[src/hdl/tle_pkg.sv]
// Shared constants and types of the terminal line editor.
package tle_pkg;
   localparam int LINE_CAPACITY = 512;
   localparam int ADDR_W = $clog2(LINE_CAPACITY);
   localparam int LEN_W = $clog2(LINE_CAPACITY + 1);
   localparam int LEN_PORT_W = 10;
   localparam int IDX_W = 9;

   localparam logic [7:0] CH_ESC = 8'h1B;
   localparam logic [7:0] CH_BS = 8'h08;
   localparam logic [7:0] CH_CR = 8'h0D;
   localparam logic [7:0] CH_LF = 8'h0A;
   localparam logic [7:0] CH_LBRACK = 8'h5B;
   localparam logic [7:0] CH_THREE = 8'h33;
   localparam logic [7:0] CH_TILDE = 8'h7E;
   localparam logic [7:0] CH_UP_D = 8'h44;
   localparam logic [7:0] CH_UP_C = 8'h43;
   localparam logic [7:0] CH_SPACE = 8'h20;

   localparam logic OP_RX = 1'b0;
   localparam logic OP_READ = 1'b1;

   typedef enum logic [2:0] {
      ACT_NONE,
      ACT_INSERT,
      ACT_BKSP,
      ACT_LEFT,
      ACT_RIGHT,
      ACT_DELETE,
      ACT_DONE,
      ACT_READ
   } action_type;

   // One classified word handed from the front to the back.
   typedef struct packed {
      action_type       action;
      logic             ins_bracket;
      logic             ins_three;
      logic [7:0]       ch;
      logic [IDX_W-1:0] idx;
   } desc_type;
endpackage

[src/hdl/tle_queue.sv]
// Two-entry queue of classified words between front and back.
module tle_queue (
   input  logic              clock,
   input  logic              reset,
   input  logic              push,
   input  tle_pkg::desc_type push_data,
   output logic              full,
   input  logic              pop,
   output logic              not_empty,
   output tle_pkg::desc_type pop_data
);
   import tle_pkg::*;

   desc_type   entry_ff [2];
   logic       wr_ptr_ff, wr_ptr_in;
   logic       rd_ptr_ff, rd_ptr_in;
   logic [1:0] count_ff, count_in;

   always_comb begin
      wr_ptr_in = wr_ptr_ff ^ push;
      rd_ptr_in = rd_ptr_ff ^ pop;
      count_in = count_ff + {1'b0, push} - {1'b0, pop};
   end

   always_ff @(posedge clock) begin
      if (reset) begin
         wr_ptr_ff <= 1'b0;
         rd_ptr_ff <= 1'b0;
         count_ff <= 2'd0;
      end else begin
         wr_ptr_ff <= wr_ptr_in;
         rd_ptr_ff <= rd_ptr_in;
         count_ff <= count_in;
      end
      if (push) begin
         entry_ff[wr_ptr_ff] <= push_data;
      end
   end

   assign full = count_ff[1];
   assign not_empty = (count_ff != 2'd0);
   assign pop_data = entry_ff[rd_ptr_ff];
endmodule

[config.mk]
export PLATFORM = sky130hd
export DESIGN_NAME = tle_queue
export DESIGN_NICKNAME = d
export VERILOG_FILES = /design/src/hdl/tle_pkg.sv /design/src/hdl/tle_queue.sv
export SDC_FILE = /design/constraint.sdc
export NUM_CORES = 1
export LEC_CHECK = 0
export BUFFER_PORTS_ARGS = -buffer_cell sky130_fd_sc_hd__buf_2
export CORE_UTILIZATION = 40
export CTS_CLUSTER_SIZE = 20
export DETAILED_ROUTE_END_ITERATION = 8
export GPL_TIMING_DRIVEN = 0
export PLACE_DENSITY_LB_ADDON = 0.3
export SLEW_MARGIN = 20
export SYNTH_ARGS = -nofsm -noshare
export SYNTH_HDL_FRONTEND = slang
export SYNTH_SLANG_ARGS = --single-unit
[constraint.sdc]
create_clock -name clock -period 1.3 [get_ports clock]
set_input_delay 0.065 -clock clock [delete_from_list [all_inputs] [get_ports clock]]
set_output_delay 0.065 -clock clock [all_outputs]
set_load 0.005 [all_outputs]
Word level (Yosys, flattened, before mapping)
Memory sizes are Yosys's and may differ from the RTL's. A register that Yosys moved wholly into a read port is not among the register bits.
Cells that the tools add are included.
{ "word_totals": {"register_bits": 4, "ramBits": 44, "in_bits": 26, "output_inout_bits": 24, "word_cells": 12, "mem_count": 1} }
{ "memory_table": {"columns": ["memory", "depth", "word_bits", "read_ports", "rd_clocked_by_memory_dff", "wr", "line_no", "source"], "rows": [
  ["entry_ff", 2, 22, 1, 1, 1, "tle_queue.sv:14", "desc_type entry_ff [2];"]
]} }
{ "classes": {"add_sub_neg": 2, "muxes": 3, "bitwise": 2, "reduce_logical": 1} }
{ "op_table": {"columns": ["cell", "n"], "rows": [
  ["1-bit two-way mux", 3],
  ["2-bit by 1-bit adder with 2-bit output", 1],
  ["2-bit nonzero test", 1],
  ["2-bit by 1-bit subtractor with 2-bit output", 1],
  ["1-bit XOR", 2]
]} }

Longest topological paths before layout
{ "logic_depth": {"ltp_word": 2, "mapped_depth": 6, "mapped_depth_nobuf": 6} }

Worst setup path after synthesis
No wires, ideal clock.
{ "synth_path": {"kind": "reg2reg", "startpoint": "register wr_ptr_ff", "endpoint": "memory entry_ff[0][0] in the netlist's numbering, enable pin", "setup_ns": 0.381, "t_arrival_ns": 0.940, "required_ns": 0.919, "setup_slack_ns": -0.021, "stages_incl_launch_ff": 3, "path_buffers": 0, "synth_period_minus_slack_ns": 1.321, "cell_sequence": "dfxtp_1 inv_1 ha_1"} }
{ "synth_lines": {"columns": ["element", "line_no", "source"], "rows": [
  ["start, declared", "tle_queue.sv:15", "logic wr_ptr_ff, wr_ptr_in;"],
  ["start signal, assigned", "tle_queue.sv:31", "wr_ptr_ff <= wr_ptr_in;"],
  ["end, declared", "tle_queue.sv:14", null]
]} }
Straight into the memory's write port.

==> impl_metrics.tcl <==
set metrics [dict create \
    synth_nets 116 \
    fill_cells 334 \
    cts_tree "done" \
    yosysTopAreaCellShare 0.739 \
    seqPwrFrac 0.587 \
    setup_viol 19 \
    grt_use_total 0.152 \
    initial_core_util 0.431 \
    ys_warn_count 0 \
    avgSynthCellArea_um2 20.8 \
    maxSlewHeadroom 0.787 \
    num_vias 1004 \
    grt_pass1_vias 1122 \
    drc 0 \
    violations "negative setup slack" \
    min_period_ns 1.34 \
    cp-start-kind "flip-flop" \
    min_path_type "in -> reg" \
    synth_edf_count 44 \
    p_leak_nw 0.982 \
    clock-sinks 48 \
    crit_type "reg -> out" \
    synth_area_leaders "edfxtp_1 (74%), mux2_2 (14%), dfxtp_1 (4.5%)" \
    io_buffers 49 \
    crit_start "rd_ptr_ff" \
    htree_num_levels 2 \
    grt_pass1_wl_um 4950 \
    die_x_um 68.9 \
    worst_pin_slew_ns 0.320 \
    seq_area_frac_synth 0.784 \
    outcome "finished with violations" \
    rsz0062_at_grt "true" \
    cts.clk_slew.worst_paths_ns 0.07 \
    holdWs_ns 0.0371 \
    layoutNonFillerInstCount 217 \
    drt_wl_total_um 3040 \
    area_growth_pct 39.9 \
    combPwrFrac 0.165 \
    drt_pass1_iterations 4 \
    clockPowerShare 0.248 \
    synthArstFlopShare 0 \
    hp-start "pop" \
    switching_power_uw 655 \
    crit_required_ns 1.24 \
    max_freq_mhz 744 \
    grt.overflow.total 0 \
    clock_path_buffers 2 \
    ff_latch_area_mm2 0.00141 \
    dp_cells 185 \
    postLayoutSetupSlackWorst_ns -0.0439 \
    globalplace.congestion 0.588 \
    max-vdd-ir-drop_v 0.000787 \
    synth_commonest_cells "edfxtp_1 (44), mux2_2 (22), dfxtp_1 (4), ha_1 (4)" \
    coreArea_mm2 0.00414 \
    syn-cell-area_mm2 0.00179 \
    skew_ns 0.00252 \
    critPathArrivalTime_ns 1.28 \
    viasPerCell 4.63 \
    post-place-ws_ns 0.000453 \
    drv_cap 0 \
    post-dp-hpwl_um 1920 \
    layout.nets 197 \
    synth_top_cell_by_area "edfxtp_1" \
    netSwitchingFraction 0.209 \
    wl_per_cell_um 14.0 \
    critPathMaxFanout 10 \
    r2r-start "count_ff[0]" \
    post-synth-top-count-cell "edfxtp_1" \
    synth_cell_type_count 11 \
    grt_antenna_before_repair 0 \
    ios 50 \
    hold_violations 0 \
    layout-drive-gt1-share 0.503 \
    synth_ff_type "edfxtp_1" \
    worstSetupEndpointType "primary output" \
    slew_violations 0 \
    drt_iter0_markers 65 \
    post-route-period-util 1.03 \
    ant_nets 0 \
    intPower_mw 2.47 \
    diodes 0 \
    grt_max_degree 23 \
    p_per_area_mw_per_mm2 1250 \
    cts-buffers-inserted 5 \
    final_util 0.604 \
    ctsRootBufferMaster "clkbuf_8" \
    syn_inst 86 \
    multi_input_area_um2 400 \
    die_height_um 68.9 \
    synth-seq-cells 48 \
    die_area_mm2 0.00474 \
    clk_latency_ns 0.29 \
    fp-row-count 23 \
]
-- repair_timing --
action,CTS,global route
endpoints found under the hold margin,48,0
gates resized for setup,14,2
setup endpoints to repair,44,44
hold buffers,23,0
setup buffers,2,0
-- power by group through the flow --
stage | sequential [mW] | combinational [mW] | clock [mW]
2_1_floorplan | 1.86 | 0.232 | 0
3_3_place_gp | 1.86 | 0.392 | 0
3_5_place_dp | 1.87 | 0.408 | 0
4_1_cts | 1.84 | 0.519 | 0.814
5_1_grt | 1.85 | 0.571 | 0.878
6_report | 1.84 | 0.516 | 0.777
-- cell usage in the layout (no fill, tap or decap) --
master         instances
nor2_1                 3
or2_2                  1
dfxtp_1                3
dfxtp_4                1
buf_4                  2
mux2_4                 6
ha_1                   2
buf_6                  4
clkinv_1               2
mux2_2                16
buf_8                  2
edfxtp_1              44
xnor3_1                1
nor2b_1                1
ha_4                   2
xnor2_1                1
dlygate4sd3_1         23
clkbuf_8               5
inv_1                  3
buf_2                 45
-- per-layer routing --
metal | vias to the layer above | global-route usage | share of wire
met1 | 471 | 0.166 | 0.39
met4 | 0 | 0.0765 | 0.016
met3 | 5 | 0.0493 | 0.071
li1 | 487 | - | -
met2 | 41 | 0.265 | 0.52
met5 | - | 0 | 0
-- final timing paths --
path	cells past startpoint	endpoint	slack, ns
worst max-delay path	3	pop_data[13]	-0.04
worst min-delay path	3	rd_ptr_ff	0.04
worst max register to register	6	count_ff[1]	0.11
worst min register to register	3	wr_ptr_ff	0.64
-- area by class of cell --
class,instances,share of cell area
flip-flops and latches,48,0.562
repair buffers,74,0.206
multi-input cells,33,0.160
clock buffers,5,0.0275
well taps,50,0.0250
plain buffers,2,0.0120
inverters,3,0.00450
clock inverters,2,0.00300
-- metrics by stage --
step	setup TNS (ns)	cell area, um2	power [mW]
2_1_floorplan	0	1790	2.09
4_1_cts	-0.744	2490	3.17
3_3_place_gp	0	2100	2.25
6_report	-0.396	2500	3.13
5_1_grt	-1.66	2500	3.30
3_5_place_dp	0	2100	2.28
-- logic make-up after synthesis --
logic type | after synthesis | synth area share
xor+xnor | 2 | 0.0175
simple gates | 5 | 0.0133
mux | 22 | 0.139
flops | 48 | 0.784
buf+inv | 5 | 0.0189
fa+ha+maj | 4 | 0.0280
-- registers in the layout, summed over array words and instances (netlist names) --
name,cells
rd_ptr_ff,1
count_ff,2
wr_ptr_ff,1
entry_ff,44
-- worst max-delay path, stage by stage (launching register included) --
cell	delay [ns]
dfxtp_4	0.37
buf_8	0.14
mux2_2	0.34
buf_2	0.13
(Power assumes the default switching activity.)
