File: src/hdl/tle_pkg.sv
// Shared constants and types of the terminal line editor.
package tle_pkg;
   localparam int LINE_CAPACITY = 512;
   localparam int ADDR_W = $clog2(LINE_CAPACITY);
   localparam int LEN_W = $clog2(LINE_CAPACITY + 1);
   localparam int LEN_PORT_W = 10;
   localparam int IDX_W = 9;

   localparam logic [7:0] CH_ESC = 8'h1B;
   localparam logic [7:0] CH_BS = 8'h08;
   localparam logic [7:0] CH_CR = 8'h0D;
   localparam logic [7:0] CH_LF = 8'h0A;
   localparam logic [7:0] CH_LBRACK = 8'h5B;
   localparam logic [7:0] CH_THREE = 8'h33;
   localparam logic [7:0] CH_TILDE = 8'h7E;
   localparam logic [7:0] CH_UP_D = 8'h44;
   localparam logic [7:0] CH_UP_C = 8'h43;
   localparam logic [7:0] CH_SPACE = 8'h20;

   localparam logic OP_RX = 1'b0;
   localparam logic OP_READ = 1'b1;

   typedef enum logic [2:0] {
      ACT_NONE,
      ACT_INSERT,
      ACT_BKSP,
      ACT_LEFT,
      ACT_RIGHT,
      ACT_DELETE,
      ACT_DONE,
      ACT_READ
   } action_type;

   // One classified word handed from the front to the back.
   typedef struct packed {
      action_type       action;
      logic             ins_bracket;
      logic             ins_three;
      logic [7:0]       ch;
      logic [IDX_W-1:0] idx;
   } desc_type;
endpackage

File: src/hdl/tle_ifs.sv
// Request and response channel interfaces.
interface tle_req_if;
   logic       valid;
   logic       ready;
   logic       operation;
   logic [7:0] rx_byte;
   logic [8:0] read_index;
   modport source (output valid, operation, rx_byte, read_index, input ready);
   modport sink (input valid, operation, rx_byte, read_index, output ready);
endinterface


File: src/hdl/tle_front.sv
// Front end: accepts words, tracks escape matching and classifies each word.
module tle_front (
   input  logic              clock,
   input  logic              reset,
   tle_req_if.sink           req,
   input  logic              q_full,
   output logic              q_push,
   output tle_pkg::desc_type q_data
);
   import tle_pkg::*;

   typedef enum logic [1:0] {ESC_IDLE, ESC_HELD, ESC_BRACKET, ESC_THREE} esc_type;

   esc_type  esc_ff, esc_in;
   desc_type desc;
   logic     ordinary;

   assign req.ready = !q_full;
   assign q_push = req.valid && !q_full;

   always_comb begin
      esc_in = esc_ff;
      ordinary = 1'b0;
      desc.action = ACT_NONE;
      desc.ins_bracket = 1'b0;
      desc.ins_three = 1'b0;
      desc.ch = req.rx_byte;
      desc.idx = req.read_index;
      if (req.operation == OP_READ) begin
         desc.action = ACT_READ;
      end else begin
         ordinary = 1'b1;
         if (esc_ff == ESC_HELD && req.rx_byte == CH_LBRACK) begin
            esc_in = ESC_BRACKET;
            ordinary = 1'b0;
         end else if (esc_ff == ESC_BRACKET && req.rx_byte == CH_UP_D) begin
            desc.action = ACT_LEFT;
            esc_in = ESC_IDLE;
            ordinary = 1'b0;
         end else if (esc_ff == ESC_BRACKET && req.rx_byte == CH_UP_C) begin
            desc.action = ACT_RIGHT;
            esc_in = ESC_IDLE;
            ordinary = 1'b0;
         end else if (esc_ff == ESC_BRACKET && req.rx_byte == CH_THREE) begin
            esc_in = ESC_THREE;
            ordinary = 1'b0;
         end else if (esc_ff == ESC_THREE && req.rx_byte == CH_TILDE) begin
            desc.action = ACT_DELETE;
            esc_in = ESC_IDLE;
            ordinary = 1'b0;
         end else if (esc_ff != ESC_IDLE) begin
            // unmatched: replay the held bytes after the ESC
            desc.ins_bracket = (esc_ff == ESC_BRACKET) || (esc_ff == ESC_THREE);
            desc.ins_three = (esc_ff == ESC_THREE);
            esc_in = ESC_IDLE;
         end
         if (ordinary) begin
            if (req.rx_byte == CH_ESC) begin
               esc_in = ESC_HELD;
            end else if (req.rx_byte >= CH_SPACE && req.rx_byte < 8'h7F) begin
               desc.action = ACT_INSERT;
            end else if (req.rx_byte == CH_BS) begin
               desc.action = ACT_BKSP;
            end else if (req.rx_byte == CH_CR || req.rx_byte == CH_LF) begin
               desc.action = ACT_DONE;
            end
         end
      end
   end

   always_ff @(posedge clock) begin
      if (reset) begin
         esc_ff <= ESC_IDLE;
      end else if (q_push) begin
         esc_ff <= esc_in;
      end
   end

   assign q_data = desc;
endmodule

File: src/flat_wrapper.sv
// flat-port wrapper written by rule: the top's interface ports become plain ports
module tle_front_flat import tle_pkg::*;
  (clock, reset, q_full, q_push, q_data, req_valid, req_operation, req_rx_byte, req_read_index, req_ready);
  tle_req_if req_i ();
  input  logic clock;
  input  logic reset;
  input  logic q_full;
  output logic q_push;
  output tle_pkg::desc_type q_data;
  input wire logic [$bits(req_i.valid)-1:0] req_valid;
  input wire logic [$bits(req_i.operation)-1:0] req_operation;
  input wire logic [$bits(req_i.rx_byte)-1:0] req_rx_byte;
  input wire logic [$bits(req_i.read_index)-1:0] req_read_index;
  output wire logic [$bits(req_i.ready)-1:0] req_ready;
  assign req_i.valid = req_valid;
  assign req_i.operation = req_operation;
  assign req_i.rx_byte = req_rx_byte;
  assign req_i.read_index = req_read_index;
  assign req_ready = req_i.ready;
  tle_front u_core (.clock(clock), .reset(reset), .req(req_i), .q_full(q_full), .q_push(q_push), .q_data(q_data));
endmodule
File: config.mk
export PLATFORM = sky130hd
export DESIGN_NAME = tle_front_flat
export DESIGN_NICKNAME = d
export VERILOG_FILES = /design/src/hdl/tle_pkg.sv /design/src/hdl/tle_ifs.sv /design/src/hdl/tle_front.sv /design/src/flat_wrapper.sv
export SDC_FILE = /design/constraint.sdc
export NUM_CORES = 1
export LEC_CHECK = 0
export BUFFER_PORTS_ARGS = -buffer_cell sky130_fd_sc_hd__buf_4
export CAP_MARGIN = 20
export CORE_MARGIN = 2
export CORE_UTILIZATION = 36
export DETAILED_ROUTE_END_ITERATION = 8
export PLACE_DENSITY_LB_ADDON = 0.05
export SLEW_MARGIN = 30
export SYNTH_ARGS = -nofsm -noshare
export SYNTH_HDL_FRONTEND = slang
export SYNTH_SLANG_ARGS = --single-unit
File: constraint.sdc
create_clock -name clock -period 2 [get_ports clock]
set_clock_uncertainty 0.15 [all_clocks]
set_input_delay 0.2 -clock clock [delete_from_list [all_inputs] [get_ports clock]]
set_output_delay 0.2 -clock clock [all_outputs]
set_load 0.02 [all_outputs]
### Word-level counts from Yosys, hierarchy flattened

Index checks and enable logic that the tools add are counted.

* order comparisons: 2
* equality and inequality tests: 12
* muxes and demuxes: 30
* bitwise logic cells: 1
* reductions and logical operators: 12

Operators by type and width (count)
* equality test 8 x 7 -> 1 bit (second input constant): 4
* 2-to-1 mux 3 bit: 9
* 2-to-1 mux 2 bit: 13
* equality test 8 x 4 -> 1 bit (second input constant): 3
* 2-to-1 mux 5 bit: 2
* equality test 8 x 5 -> 1 bit (second input constant): 1
* equality test 8 x 6 -> 1 bit (second input constant): 1
* >= comparator 8 x 6 -> 1 bit (second input constant): 1
* less-than comparator 8 x 7 -> 1 bit (second input constant): 1
* logical AND 1 bit: 7
* 2-to-1 mux 1 bit: 6
* equality test 2 bit (second input constant): 2
* equality test 2 x 1 -> 1 bit (second input constant): 1
* logical OR 1 bit: 2
* AND reduction 2 bit: 1
* nonzero test 2 bit: 1
* logical NOT 1 bit: 1
* NOT 1 bit: 1

* register bits: 2
* input port bits: 22
* output and inout port bits: 24
* logic and storage cells: 58

### Logic depth before layout (Yosys ltp)

* depth in word-level cells: 14
* gate-level depth with buffers: 5
* depth with buffers taken out: 4

### Worst setup path after synthesis

No wires, ideal clock.

* path kind: register to output
* from: register u_core.esc_ff[1]
* to: output q_data[19] (netlist name)
* arrival: 1.461 ns
* data required time: 1.650 ns
* setup slack: 0.189 ns
* cell stages (with the launch flop): 5
* buffers on the path: 0
* path through: dfxtp_1 or2b_2 nor4_4 or4_1 o211ai_1

RTL lines
* from (decl): RTL line tle_front.sv:14 `esc_type esc_ff, esc_in;`
* from (signal assigned): RTL line tle_front.sv:75 `esc_ff <= esc_in;`
* to (decl): RTL line flat_wrapper.sv:9 `output tle_pkg::desc_type q_data;`

==> results.md <==
- Register area share after synthesis: under 10%
- Proportion of layout cells with a drive suffix above 1: slightly below 50%
- WHS: between 0.02 and 0.03 ns
- Met3 Resource Use GR: approximately 6.5%
- Status: finished clean
- Clk_lat worst skew: about 0.22 ns
- CP cell instances: or2b_4 > nor4_4 > or4_1 > o211ai_1 > buf_4
- FF+latch count, synth: 2
- Mapped Cells: 70
- Flip-flop count of the largest register after layout: 2
- Synth warn: 0
- # fillers: around 140
- # setup viols final: 0
- ANT cells: 0
- Largest net degree at the start of global routing: 9
- Ys flop type: dfxtp_1
- Gr usage total: 17.1%
- Cells on worst reg2reg path: 5
- Most Crowded Layer GR: met2
- VDD IR max: 465 uV
- DR DRC count: 0
- Clock sink count: 2
- Syn avg cell area: approximately 7.1 sq um
- M2 GR Usage: 24.6%
- Clock-pin slew of the registers on the worst-case setup and hold paths: approximately 0.030 ns
- Setup bufs post-CTS: 0
- Initial detailed-routing violation count: 8
- Critical Path Source Type: flop
- Final WL: 1260 um
- Total clock buffers created by CTS: 3
- Nets: roughly 110
- Worst Setup End Kind: output port
- Initial Utilization: about two fifths
- Number of global-route vias before repair: 460
- First-pass GRT wire length: 1930 um
- FMAX: 527 MHz
- Adder-Cell Fraction of Synth Area: 0%
- WL/cell: approximately 13 um
- Worst Path Required: ~1.7 ns
- I/O pin total: 46
- Row count: 13
- Initial antenna violation count: 0
- DIE AREA: around 1700 sq um
- Area Growth Syn to Fin: 29.4%
- Critical Path AT: roughly 1.6 ns
- Htree depth: 1
- Compound-Gate Fraction of Synth Area: a little over an eighth
- Die X-Extent: ~41 um
- Top Registers: u_core.esc_ff x2
- RSZ-0062 raised after global routing: false
- Via density: ~5.5
- Setup TNS Final: 0 ns
- Rel. slew slack: 77.3%
- Top-area cell type share of the netlist area: roughly a quarter
- Via Count: 548
- Core ar.: roughly 1300 sq um
- Die height: 41.2 um
- Root Buffer: clkbuf_4
- CTS tree: done
- Tightest Pin Transition: between 0.3 and 0.4 ns
- CP peak stage delay: 0.41 ns
- Cell Area, Synth: about 500 sq um
- Final Max Slew Viols: 0
- Overall power: roughly 230 uW
- Crit path time final: ~1.9 ns
- Most frequent cells after synthesis: buf_4 (17), nor2_1 (7), nand2_1 (6)
- Synth Area in XOR/XNOR: 0%
- Largest family of logic cells by synthesized area: simple AND/OR/NAND/NOR gates
- Post-synth top area cell: buf_4
- I/O Buffers: 27
- Hold Path Class: in2reg
- Initial DRT Pass Iterations: 4
- CTS max path bufs: 2
- Routed Antenna Nets: 0
- Synth Area in Simple Gates: approximately 49%
- Cell at the slowest stage of the critical path: or4_1
- Syn nets: 92
- Ranking of synthesized cells by area: buf_4 (26%), dfxtp_1 (8.0%), nor2_1 (5.3%), nand2_1 (4.5%), nand3b_1 (4.5%)
- Biggest register: u_core.esc_ff
- Routability cong.: between 0.7 and 0.8
- M1 GR Usage: approximately 23%
- Post-synth EDFFs: 0
- Post-synthesis mux area share: 0%
- Top-count cell post-synth: buf_4
- CP Max Fanout: 4
- Period utilization: 95.0%
- Hold depth: 2
- Max Cap Viol: 0
- Power per cell area: about 350 nW/um^2
- Worst Setup Path Type: reg2out
- GRT overflow: 0
- Final Hold Vio Count: 0
- Synth async-reset ratio: 0%
- Leakage power: around 0.00028 uW
- Netlist cell types: 30
- DPL Wire Length: 1010 um
## where the power goes
part	internal (uW)	switching (uW)
clock	66.1	22.0
sequential	40.2	0.00806
combinational	44.2	54.7
total	150	76.8
## through the flow
stage	setup slack, ns	cells	utilization [%]	instance area (sq um)
floorplan	0.189	70	-	498
global route	0.00859	100	49.5	644
global placement	0.127	97	46.3	603
finish	0.101	100	49.5	644
CTS	0.0248	100	48.4	629
detailed placement	0.126	97	46.3	603
## cell families (layout without fill, tap and decap cells)
logic type,after synthesis,count (layout)
buffers and inverters,20,35
AND/OR/NAND/NOR,38,38
AO/OA/AOI/OAI,10,10
flip-flops,2,2
## worst paths after layout
path | startpoint | slack [ns] | endpoint
max | u_core.esc_ff[1]$_SDFFE_PP0P_ | 0.10 | q_data[19]
min | reset | 0.03 | u_core.esc_ff[0]$_SDFFE_PP0P_
min reg2reg | u_core.esc_ff[0]$_SDFFE_PP0P_ | 0.45 | u_core.esc_ff[0]$_SDFFE_PP0P_
max reg2reg | u_core.esc_ff[0]$_SDFFE_PP0P_ | 0.52 | u_core.esc_ff[1]$_SDFFE_PP0P_
## routing by layer
layer,vias to the layer above,share of wire [%]
li1,269,-
met1,245,45
met2,34,45
met3,0,10
met4,0,0
met5,-,0
## area by class of cell
cell class	count	area [sq um]	share of cell area, %
timing repair buffer	30	233	36.1
inverter	2	7.51	1.17
clock buffer	3	22.5	3.50
sequential	2	42.5	6.60
tap	15	18.8	2.91
multi-input combinational	48	320	49.7
## what timing repair did
| action | in CTS | in global routing |
|---|---|---|
| pin swaps | 2 | 1 |
| hold buffers | 0 | 0 |
| endpoints found under the hold margin | 0 | 0 |
| setup endpoints to repair | 1 | 2 |
| resized for setup | 2 | 4 |
## cell usage in the layout, fill, tap and decap left out, drive strengths merged
cell type / instances
a31oi: 1
nor3: 4
o2111a: 1
or4: 1
and3: 1
inv: 2
or2b: 1
nand3: 2
o41ai: 1
dfxtp: 2
o211ai: 1
a21oi: 2
or4b: 1
nand2b: 2
nor2b: 1
nor4: 5
nand2: 6
nand4b: 2
o21ai: 2
nand3b: 4
or2: 1
buf: 30
o31ai: 1
clkbuf: 3
o22ai: 1
nor2: 7
## worst max-delay path: cells and delay by family (launching register included)
family	cells	cell delay (ns)
DFF	1	0.32
AOI/OAI and AO/OA	1	0.18
buffers and inverters	1	0.17
and+or+nand+nor	3	0.66
Note: power is estimated with default switching activity, not from simulation.
